<file path="src/sv/csvt_pkg.sv">
// ----------------------------------------------------------------------------
// csvt_pkg
// Shared types and constants for the CSV field tokenizer.
// ----------------------------------------------------------------------------
`default_nettype none

package csvt_pkg;

	// Field limit per line and derived counter width
	localparam int MAX_FIELDS = 64;
	localparam int FCNT_W     = $clog2(MAX_FIELDS + 1);

	// Results one input byte can cause, and queue depth between front and back
	localparam int MAX_RES    = 3;
	localparam int RIDX_W     = $clog2(MAX_RES);
	localparam int QDEPTH     = 4;
	localparam int QPTR_W     = $clog2(QDEPTH);

	// Configuration
	localparam int            CAP_W       = 9;
	localparam logic [CAP_W-1:0] CAP_RESET = 9'd96;
	localparam logic [0:0]    REG_CAP_IDX = 1'b0;

	// Result kinds
	localparam logic [1:0] KIND_BYTE     = 2'd0;
	localparam logic [1:0] KIND_FIELD    = 2'd1;
	localparam logic [1:0] KIND_LINE_END = 2'd2;

	// Special bytes
	localparam logic [7:0] CH_QUOTE = 8'h22;
	localparam logic [7:0] CH_COMMA = 8'h2C;
	localparam logic [7:0] CH_LF    = 8'h0A;
	localparam logic [7:0] CH_CR    = 8'h0D;
	localparam logic [7:0] CH_SPACE = 8'h20;
	localparam logic [7:0] CH_TAB   = 8'h09;
	localparam logic [7:0] CH_NUL   = 8'h00;

	// One result
	typedef struct packed {
		logic [1:0] kind;
		logic [7:0] field_byte;
		logic [7:0] byte_position;
		logic [5:0] field_number;
		logic [7:0] field_length;
		logic       line_done;
	} csvt_res_t;

	// All results of one input byte
	typedef struct packed {
		csvt_res_t [MAX_RES-1:0] res;
		logic [RIDX_W:0]         count;
	} csvt_bundle_t;

endpackage

`default_nettype wire

</file>
<file path="src/sv/csvt_queue.sv">
// ----------------------------------------------------------------------------
// csvt_queue
// Short queue of result bundles between the parser and the output stage.
// ----------------------------------------------------------------------------
`default_nettype none

module csvt_queue import csvt_pkg::*; (
	input  wire logic         clk,
	input  wire logic         arst_n,
	input  wire logic         push,
	input  wire csvt_bundle_t push_data,
	output logic              full,
	input  wire logic         pop,
	output logic              head_valid,
	output csvt_bundle_t      head
);

	csvt_bundle_t      mem_q [QDEPTH];
	logic [QPTR_W-1:0] wr_q;
	logic [QPTR_W-1:0] rd_q;
	logic [QPTR_W:0]   cnt_q;

	assign full       = (cnt_q == (QPTR_W+1)'(QDEPTH));
	assign head_valid = (cnt_q != '0);
	assign head       = mem_q[rd_q];

	// Write storage
	always_ff @(posedge clk) begin
		if (push)
			mem_q[wr_q] <= push_data;
	end

	// Advance pointers and fill level
	always_ff @(posedge clk or negedge arst_n) begin
		if (!arst_n) begin
			wr_q  <= '0;
			rd_q  <= '0;
			cnt_q <= '0;
		end else begin
			if (push)
				wr_q <= wr_q + 1'b1;
			if (pop)
				rd_q <= rd_q + 1'b1;
			if (push && !pop)
				cnt_q <= cnt_q + 1'b1;
			else if (pop && !push)
				cnt_q <= cnt_q - 1'b1;
		end
	end

endmodule

`default_nettype wire

</file>
<file path="config.mk">
export PLATFORM = sky130hd
export DESIGN_NAME = csvt_queue
export DESIGN_NICKNAME = d
export VERILOG_FILES = /design/src/sv/csvt_pkg.sv /design/src/sv/csvt_queue.sv
export SDC_FILE = /design/constraint.sdc
export NUM_CORES = 1
export LEC_CHECK = 0
export BUFFER_PORTS_ARGS = -buffer_cell sky130_fd_sc_hd__buf_2
export CAP_MARGIN = 25
export CORE_UTILIZATION = 51
export CTS_BUF_LIST = sky130_fd_sc_hd__clkbuf_4 sky130_fd_sc_hd__clkbuf_8
export DETAILED_ROUTE_END_ITERATION = 8
export PLACE_DENSITY = 0.72
export SYNTH_ARGS = -nofsm -noshare
export SYNTH_HDL_FRONTEND = slang
export SYNTH_SLANG_ARGS = --single-unit
export TNS_END_PERCENT = 20
</file>
<file path="constraint.sdc">
create_clock -name clk -period 4.45 [get_ports clk]
set_input_delay 0.445 -clock clk [delete_from_list [all_inputs] [get_ports clk]]
set_output_delay 0.445 -clock clk [all_outputs]
set_load 0.03 [all_outputs]
</file>
==> metrics.txt <==
outcome finished, final reports clean; number of buffers inserted by post-CTS setup repair 0; Tcrit/Tclk final 0.7058; Worst R2R Path Depth 3; synthesis-to-finish area growth 17.81%; Net Count, Synth 679; cell row count 62; total vias in the final route 6,883; top cells by instance count after synthesis edfxtp_1 (408), mux4_2 (102), buf_2 (8); final slew viol count 0; number of buffers created by CTS 67; count of pins on the block boundary 210; transition time of the tightest slew-check pin 0.8404 ns; gpl congestion 0.7384; number of sinks driven by the clock tree between 400 and 500; met2 layer usage reported by global route 0.3177; Finished Core Util 0.6159; Port Buffers 209; maximum buffer depth of the clock tree 3; Internal Pwr Total 8300 uW; global-route wire length before repair ~42,000 um; number of nets with antenna violations after routing 0; required time of the critical path between 4 and 5 ns; setup violation total in the final timing report 0; instance count of the mapped netlist 567; DP Wirelength 16,680 um; clock-pin slew on the worst setup and hold paths 0.06 ns; share of the yosys chip area belonging to registers 0.8193; number of search-and-repair iterations in the first detailed-routing pass 5; fmax 318.4 MHz; Async S/R FF share, synth 0.01687; fin worst setup slack 1.309 ns; Global Route met3 Usage 0.04834; slowest CP cell dfrtp_4; Switch Pwr 4319 uW; count of fill cells added during filler insertion 2,031; register bit total from synthesis 415; number of hold violations in the final report 0; part of the total power dissipated in combinational logic 0.325; clock share of power 0.242; Syn. warnings 0; Critical Path Source Type register; Gates resized, CTS repair 0; via count of the first global-routing pass 7,588; clock latency of the later-clocked register in the worst-skew pair 0.56 ns; area fraction of the dominant cell type after synthesis 0.8077; max-capacitance violation count 0; wire length per cell after detailed routing ~22 um; GRT overflow 0; number of nets at the end of the flow about 950; effective utilization at floorplan 0.5228; Horiz. Die Dim 174.5 um; critical path class register to output port; areal power density over the cells 706.2 nW/um2; relative contribution of sequential cells to total power 0.433; clock tree from TritonCTS done; leading post-synthesis cells by cell area edfxtp_1 (81%), mux4_2 (15%), dfrtp_1 (1.2%); data arrival time of the critical path between 2 and 3 ns; setup repair after global routing missed its margin false; global-route layer with the greatest usage met2; height of the die 174.5 um; initial antenna violation count 5; worst clock skew 0.03364 ns; Final Routed Wirelength 27,770 um; distinct cell type count after synthesis 21; violation count after the first detailed-routing iteration 536; worst IR drop on VDD ~370 uV; Max stage delay on crit path approximately 0.76 ns; cell leakage power 0.006163 uW; ratio of cells with drive above 1 in the final layout 0.4932; syn_area_per_cell around 27 um2; Post-synth top flop edfxtp_1; largest net degree at the start of global routing 57; overall die area 30,430 um2; netlist area before placement 15,170 um2; Post-synth EDFFs between 400 and 500; cell breakdown of the critical path buf_4, mux4_2, buf_2; Hold Path Stages 1; H-tree levels 3; final critical path time including I/O delays and setup 3.141 ns; Relative slew margins 0.4397; setup total negative slack 0 ns; Critical Path End Type output port; worst slack at placement 1.785 ns; Residual DRC 0; master cell of the clock root buffer clkbuf_8; floorplan core area between 20,000 and 30,000 um2; maximum fanout count along the critical path 28; Avg Vias per Cell 5.437; worst hold path class input pin to register; GR Util All Layers 0.1882; GR Util met1 0.2342; sw frac 0.3423; library cell with the largest summed area after synthesis edfxtp_1; most frequent cell after synthesis edfxtp_1
sequential cells by signal, summed over array words and instances, names as in the netlist:
| signal | cells |
|---|---|
| cnt_q | 3 |
| mem_q | 408 |
| rd_q | 2 |
| wr_q | 2 |
final timing paths:
| path | startpoint | to | slack [ns] |
|---|---|---|---|
| setup / recovery | rd_q[0]$_DFFE_PN0P_ | head[82] | 1.31 |
| hold / removal | push_data[96] | mem_q[3][96]$_DFFE_PP_ | 0.10 |
| setup reg to reg | wr_q[0]$_DFFE_PN0P_ | mem_q[3][11]$_DFFE_PP_ | 2.17 |
| hold reg to reg | cnt_q[2]$_DFFE_PN0P_ | cnt_q[2]$_DFFE_PN0P_ | 0.50 |
| max in group asynchronous | arst_n | rd_q[1]$_DFFE_PN0P_ | 3.95 |
| min in group asynchronous | arst_n | wr_q[0]$_DFFE_PN0P_ | 0.27 |
power by group through the flow:
stage	clock network, uW	logic [uW]	registers, uW
finish	3060	4100	5460
global route	3300	4340	5540
CTS	3140	4190	5480
detailed placement	0	4180	5560
global placement	0	4130	5500
floorplan	0	3310	5370
cells in the final DEF, fill, tap and decap left out, drive strengths merged, types with 2 or more instances in the layout:
master  instances
and2            4
buf           220
clkbuf         88
clkinv         22
dfrtp           7
diode           2
edfxtp        408
ha              5
inv             7
mux4          102
nand2           2
xnor2           2
xor2            4
critical path: cells and delay by family (launching register included):
| kind | cells | cell delay (ns) |
|---|---|---|
| buffers and inverters | 2 | 0.78 |
| DFF | 1 | 0.76 |
| muxes | 1 | 0.59 |
final cells by class:
type,count,area [um2],area share
Clock inverter,27,163.9,0.009172
Sequential cell,415,12430,0.6958
Tap cell,384,480.5,0.02689
Multi-Input combinational cell,125,2509,0.1404
Clock buffer,88,1099,0.06148
Antenna cell,2,5.005,0.0002801
Inverter,4,15.01,0.0008402
Timing Repair Buffer,221,1164,0.06512
per-layer routing:
metal	vias to the layer above	routed length (um)
met5	-	35
met4	6	689
met3	52	1897
met2	247	14440
met1	3579	10710
li1	2999	-
cells by family (layout without fill, tap and decap cells):
family | after synthesis | count (layout) | synth area share
adder cells (fa/ha/maj) | 6 | 6 | 0.005444
other | 0 | 2 | 0
XOR/XNOR | 6 | 6 | 0.003464
AND/OR/NAND/NOR | 9 | 9 | 0.003300
multiplexers | 103 | 103 | 0.1522
flip-flops | 415 | 415 | 0.8193
AO/OA/AOI/OAI | 1 | 1 | 0.0003296
buffers and inverters | 27 | 340 | 0.01600
stage by stage:
stage	instance area, um2	hold WS, ns	total power [uW]	cells
floorplan	15170	0.1494	8680	567
global placement	16590	0.3032	9632	1148
detailed placement	16590	0.3092	9736	1148
CTS	17860	0.05372	12810	1264
global route	17860	0.05806	13180	1264
finish	17870	0.1006	12620	1266
what timing repair did:
action / 4_1_cts / 5_1_grt
hold buffers: 1 / 0
endpoints found under the setup margin: 0 / 0
endpoints found under the hold margin: 7 / 0
(Power assumes the default switching activity.)
