File: src/sv/csvt_pkg.sv
// ----------------------------------------------------------------------------
// csvt_pkg
// Shared types and constants for the CSV field tokenizer.
// ----------------------------------------------------------------------------
`default_nettype none

package csvt_pkg;

	// Field limit per line and derived counter width
	localparam int MAX_FIELDS = 64;
	localparam int FCNT_W     = $clog2(MAX_FIELDS + 1);

	// Results one input byte can cause, and queue depth between front and back
	localparam int MAX_RES    = 3;
	localparam int RIDX_W     = $clog2(MAX_RES);
	localparam int QDEPTH     = 4;
	localparam int QPTR_W     = $clog2(QDEPTH);

	// Configuration
	localparam int            CAP_W       = 9;
	localparam logic [CAP_W-1:0] CAP_RESET = 9'd96;
	localparam logic [0:0]    REG_CAP_IDX = 1'b0;

	// Result kinds
	localparam logic [1:0] KIND_BYTE     = 2'd0;
	localparam logic [1:0] KIND_FIELD    = 2'd1;
	localparam logic [1:0] KIND_LINE_END = 2'd2;

	// Special bytes
	localparam logic [7:0] CH_QUOTE = 8'h22;
	localparam logic [7:0] CH_COMMA = 8'h2C;
	localparam logic [7:0] CH_LF    = 8'h0A;
	localparam logic [7:0] CH_CR    = 8'h0D;
	localparam logic [7:0] CH_SPACE = 8'h20;
	localparam logic [7:0] CH_TAB   = 8'h09;
	localparam logic [7:0] CH_NUL   = 8'h00;

	// One result
	typedef struct packed {
		logic [1:0] kind;
		logic [7:0] field_byte;
		logic [7:0] byte_position;
		logic [5:0] field_number;
		logic [7:0] field_length;
		logic       line_done;
	} csvt_res_t;

	// All results of one input byte
	typedef struct packed {
		csvt_res_t [MAX_RES-1:0] res;
		logic [RIDX_W:0]         count;
	} csvt_bundle_t;

endpackage

`default_nettype wire

File: src/sv/csvt_back.sv
// ----------------------------------------------------------------------------
// csvt_back
// Walks the results of each queued bundle and drives the output register.
// ----------------------------------------------------------------------------
`default_nettype none

module csvt_back import csvt_pkg::*; (
	input  wire logic         clk,
	input  wire logic         arst_n,
	input  wire logic         head_valid,
	input  wire csvt_bundle_t head,
	output logic              pop,
	output logic              out_valid,
	input  wire logic         out_ready,
	output csvt_res_t         out_res,
	output logic              out_run_last
);

	logic [RIDX_W-1:0] idx_q;
	logic              valid_q;
	csvt_res_t         res_q;
	logic              run_last_q;
	logic              load;
	logic              bundle_end;

	assign load       = head_valid && (!valid_q || out_ready);
	assign bundle_end = ({1'b0, idx_q} == (head.count - 1'b1));
	assign pop        = load && bundle_end;

	// Step through the bundle one result per cycle while the output register is free or taken
	always_ff @(posedge clk or negedge arst_n) begin
		if (!arst_n) begin
			idx_q   <= '0;
			valid_q <= 1'b0;
		end else begin
			if (load)
				valid_q <= 1'b1;
			else if (out_ready)
				valid_q <= 1'b0;
			if (load)
				idx_q <= bundle_end ? '0 : idx_q + 1'b1;
		end
	end

	// Hold result payload
	always_ff @(posedge clk) begin
		if (load) begin
			res_q      <= head.res[idx_q];
			run_last_q <= bundle_end;
		end
	end

	assign out_valid    = valid_q;
	assign out_res      = res_q;
	assign out_run_last = run_last_q;

endmodule

`default_nettype wire
File: config.mk
export PLATFORM = sky130hd
export DESIGN_NAME = csvt_back
export DESIGN_NICKNAME = d
export VERILOG_FILES = /design/src/sv/csvt_pkg.sv /design/src/sv/csvt_back.sv
export SDC_FILE = /design/constraint.sdc
export NUM_CORES = 1
export LEC_CHECK = 0
export BUFFER_PORTS_ARGS = -buffer_cell sky130_fd_sc_hd__buf_2
export CAP_MARGIN = 25
export CELL_PAD_IN_SITES_DETAIL_PLACEMENT = 0
export CELL_PAD_IN_SITES_GLOBAL_PLACEMENT = 1
export CORE_MARGIN = 2
export CORE_UTILIZATION = 29
export CTS_BUF_LIST = sky130_fd_sc_hd__clkbuf_16
export DETAILED_ROUTE_END_ITERATION = 12
export PLACE_DENSITY_LB_ADDON = 0.15
export SLEW_MARGIN = 20
export SYNTH_ARGS = -nofsm -noshare
export SYNTH_HDL_FRONTEND = slang
export SYNTH_SLANG_ARGS = --single-unit
File: constraint.sdc
create_clock -name clk -period 1.9 [get_ports clk]
set_input_delay 0.285 -clock clk [delete_from_list [all_inputs] [get_ports clk]]
set_output_delay 0.285 -clock clk [all_outputs]
set_load 0.005 [all_outputs]
==> run_results.csv <==
group,metric,value,unit
outcome,outcome,"finished clean",
grt,grt.total_usage,0.1400,
synthesis,synth-main-ff-cell,"edfxtp_1",
setup_path,crit_chain,"buf_6, xor2_2, nand3_2, nor2_1, buf_2",
timing,min_period_over_period,0.9109,
cells_and_area,post-route-util,0.4538,
clocking,cts_max_path_buffers,2,
timing,fmax,0.5778,GHz
cells_and_area,num-nets-final,418,
die,rows,29,
min_path,hold_path.class,"input port to register",
clocking,cts_sinks,37,
setup_path,cp-end-kind,"output pin",
power_and_ir_drop,ir_worst_vdd,474.0,uV
setup_path,crit_slowest_cell,"dfrtp_1",
timing,rsz0062_at_grt,"no",
synthesis,synthDominantCellAreaShare,0.5333,
synthesis,ys_warn_count,0,
timing,drv_slew,0,
timing,holdWs,0.2147,ns
setup_path,max_stage_delay,0.35,ns
clocking,cts_root_buffer,"clkbuf_16",
cells_and_area,diodes,0,
placed_design,hpwl,3861,um
synthesis,synth_cells,167,
timing,period_needed,1.731,ns
synthesis,async_flop_share,0.08108,
grt,antenna_found_initial,0,
synthesis,syn_area,1914,um2
timing,fin_tns_setup,0,ns
synthesis,synth_area_leaders,"edfxtp_1, mux2i_1, o21ai_0, nand2_1, dfrtp_1",
placed_design,port_buffers,141,
timing,relSlewSlack,0.5125,
setup_path,critPathLaunchType,"register",
timing,final-hold-violation-count,0,
synthesis,synth.most_common_cell,"nand2_1",
grt,grt_first_pass_wirelength,7817,um
detailed_routing,drt_iter0_drc,50,
setup_path,path_max_fanout,37,
power_and_ir_drop,p_leak,1.394,nW
detailed_routing,routedWlPerCell,12.95,um
synthesis,yosys.area.top_type,"edfxtp_1",
detailed_routing,viasPerCell,4.378,
clocking,cts_buffers,5,
cells_and_area,syn_to_final_growth,50.52,%
detailed_routing,drt-total-wl,5037,um
grt,grt_max_degree,38,
placed_design,dp.cells,380,
power_and_ir_drop,total_power,3.331,mW
synthesis,synth_fp_nets,274,
synthesis,ys_ff_latch,37,
die,die_h,85.25,um
cells_and_area,finalNonFillerCells,389,
die,die_x,85.25,um
timing,setup_viol,0,
timing,clock_skew,0.002068,ns
die,coreArea,6350,um2
power_and_ir_drop,p_per_area,1156,nW/um2
grt,gr-total-overflow,0,
setup_path,crit_type,"register to output pin",
placed_design,gp_congestion,0.6996,
die,initial_utilization,0.3015,
timing,worst_slew_pin_slew,0.7279,ns
setup_path,worstPathRequired,1.62,ns
detailed_routing,dr_total_vias,1703,
clocking,post-cts-setup-buffer-count,0,
flow_run,cap_violations,0,
clocking,clkTransAtPathRegs,0.05,ns
clocking,cts_tree,"built",
cells_and_area,drive_above_1_share,0.5064,
grt,grt_pass1_vias,1715,
setup_path,cp.arrival,1.45,ns
clocking,clkLatencyLatePin,0.27,ns
detailed_routing,drcViolationCount,0,
detailed_routing,dr.pass1.iters,4,
cells_and_area,nFillCells,633,
synthesis,syn_avg_cell_area,11.46,um2
synthesis,synth_cell_types,20,
synthesis,ys_seq_area_frac,0.5725,
die,io_pins,142,
synthesis,synth_edf_count,34,
detailed_routing,ant_nets,0,
clocking,htreeDepth,2,
die,dieArea,7267,um2
synthesis,synthTopCellsByCount,"nand2_1, edfxtp_1, mux2i_1, o21ai_0, clkbuf_1",
## per-layer routing
layer  share of wire  vias up  track usage  wire length, um
li1                -      885            -                -
met5               0        -            0                0
met1            0.39      729       0.1555             1956
met3            0.11        5      0.05837              547
met2            0.49       84       0.2415             2464
met4           0.014        0      0.04762               68
## path summary, 6_finish.rpt
check	end	slack, ns	cells past startpoint	startpoint
worst max-delay path	pop	0.17	5	idx_q[1]$_DFFE_PN0P_
worst min-delay path	out_valid$_DFFE_PN0P_	0.21	2	head_valid
worst max register to register	out_res[18]$_DFFE_PP_	0.31	4	idx_q[0]$_DFFE_PN0P_
worst min register to register	out_valid$_DFFE_PN0P_	0.52	2	out_valid$_DFFE_PN0P_
max in group asynchronous	idx_q[0]$_DFFE_PN0P_	1.45	2	arst_n
min in group asynchronous	out_valid$_DFFE_PN0P_	0.33	2	arst_n
## flip-flops by register name, summed over array words and instances, names as in the netlist
register      flops
out_res          33
idx_q             2
out_run_last      1
out_valid         1
## where the power goes
| part | internal [mW] | switching [mW] |
|---|---|---|
| sequential | 1.17 | 0.0482 |
| clock | 0.609 | 0.296 |
| combinational | 0.548 | 0.656 |
| total | 2.33 | 1.00 |
## worst max-delay path, delay by kind of cell (launching register included)
kind	cells	cell delay, ns
buf+inv	2	0.39
flops	1	0.35
simple gates	2	0.27
xor+xnor	1	0.17
## kinds of logic after synthesis
family	after synthesis	synth area share
AOI/OAI and AO/OA	35	0.09477
xor gates and xnor gates	3	0.01765
adders and majority gates	1	0.006535
buffers and inverters	16	0.04314
DFF	37	0.5725
muxes	33	0.1726
and+or+nand+nor	42	0.09281
## cell usage in the layout (no fill, tap or decap), drive strengths merged
cell type,n
nand3,1
edfxtp,34
buf,148
nor2b,1
and4b,1
nor2,1
nand2b,2
mux2i,33
clkbuf,5
o22ai,1
bufinv,1
o21ai,33
nand2,36
ha,1
dlygate4sd3,1
dfrtp,3
clkinv,1
inv,5
a221o,1
xnor2,1
xor2,2
## final cells by class
| class | instances | area [um2] | share of cell area |
|---|---|---|---|
| multi-input combinational | 114 | 738.2 | 0.2562 |
| tap | 77 | 96.34 | 0.03343 |
| timing repair buffer | 149 | 772.0 | 0.2679 |
| inverter | 4 | 15.01 | 0.005211 |
| clock buffer | 5 | 125.1 | 0.04342 |
| clock inverter | 3 | 37.54 | 0.01303 |
| sequential | 37 | 1097 | 0.3808 |
## through the flow
step	setup slack [ns]	area, um2
2_1_floorplan	0.1888	1914
3_3_place_gp	0.2839	2705
3_5_place_dp	0.2587	2705
4_1_cts	0.06593	2878
5_1_grt	0.06625	2882
6_report	0.1693	2882
## what timing repair did
action,in CTS,in global routing
hold buffers,1,0
gates resized for setup,0,1
endpoints found under the setup margin,0,1
hold endpoints to repair,3,0
No activity file was read; power rests on OpenSTA's default activity.
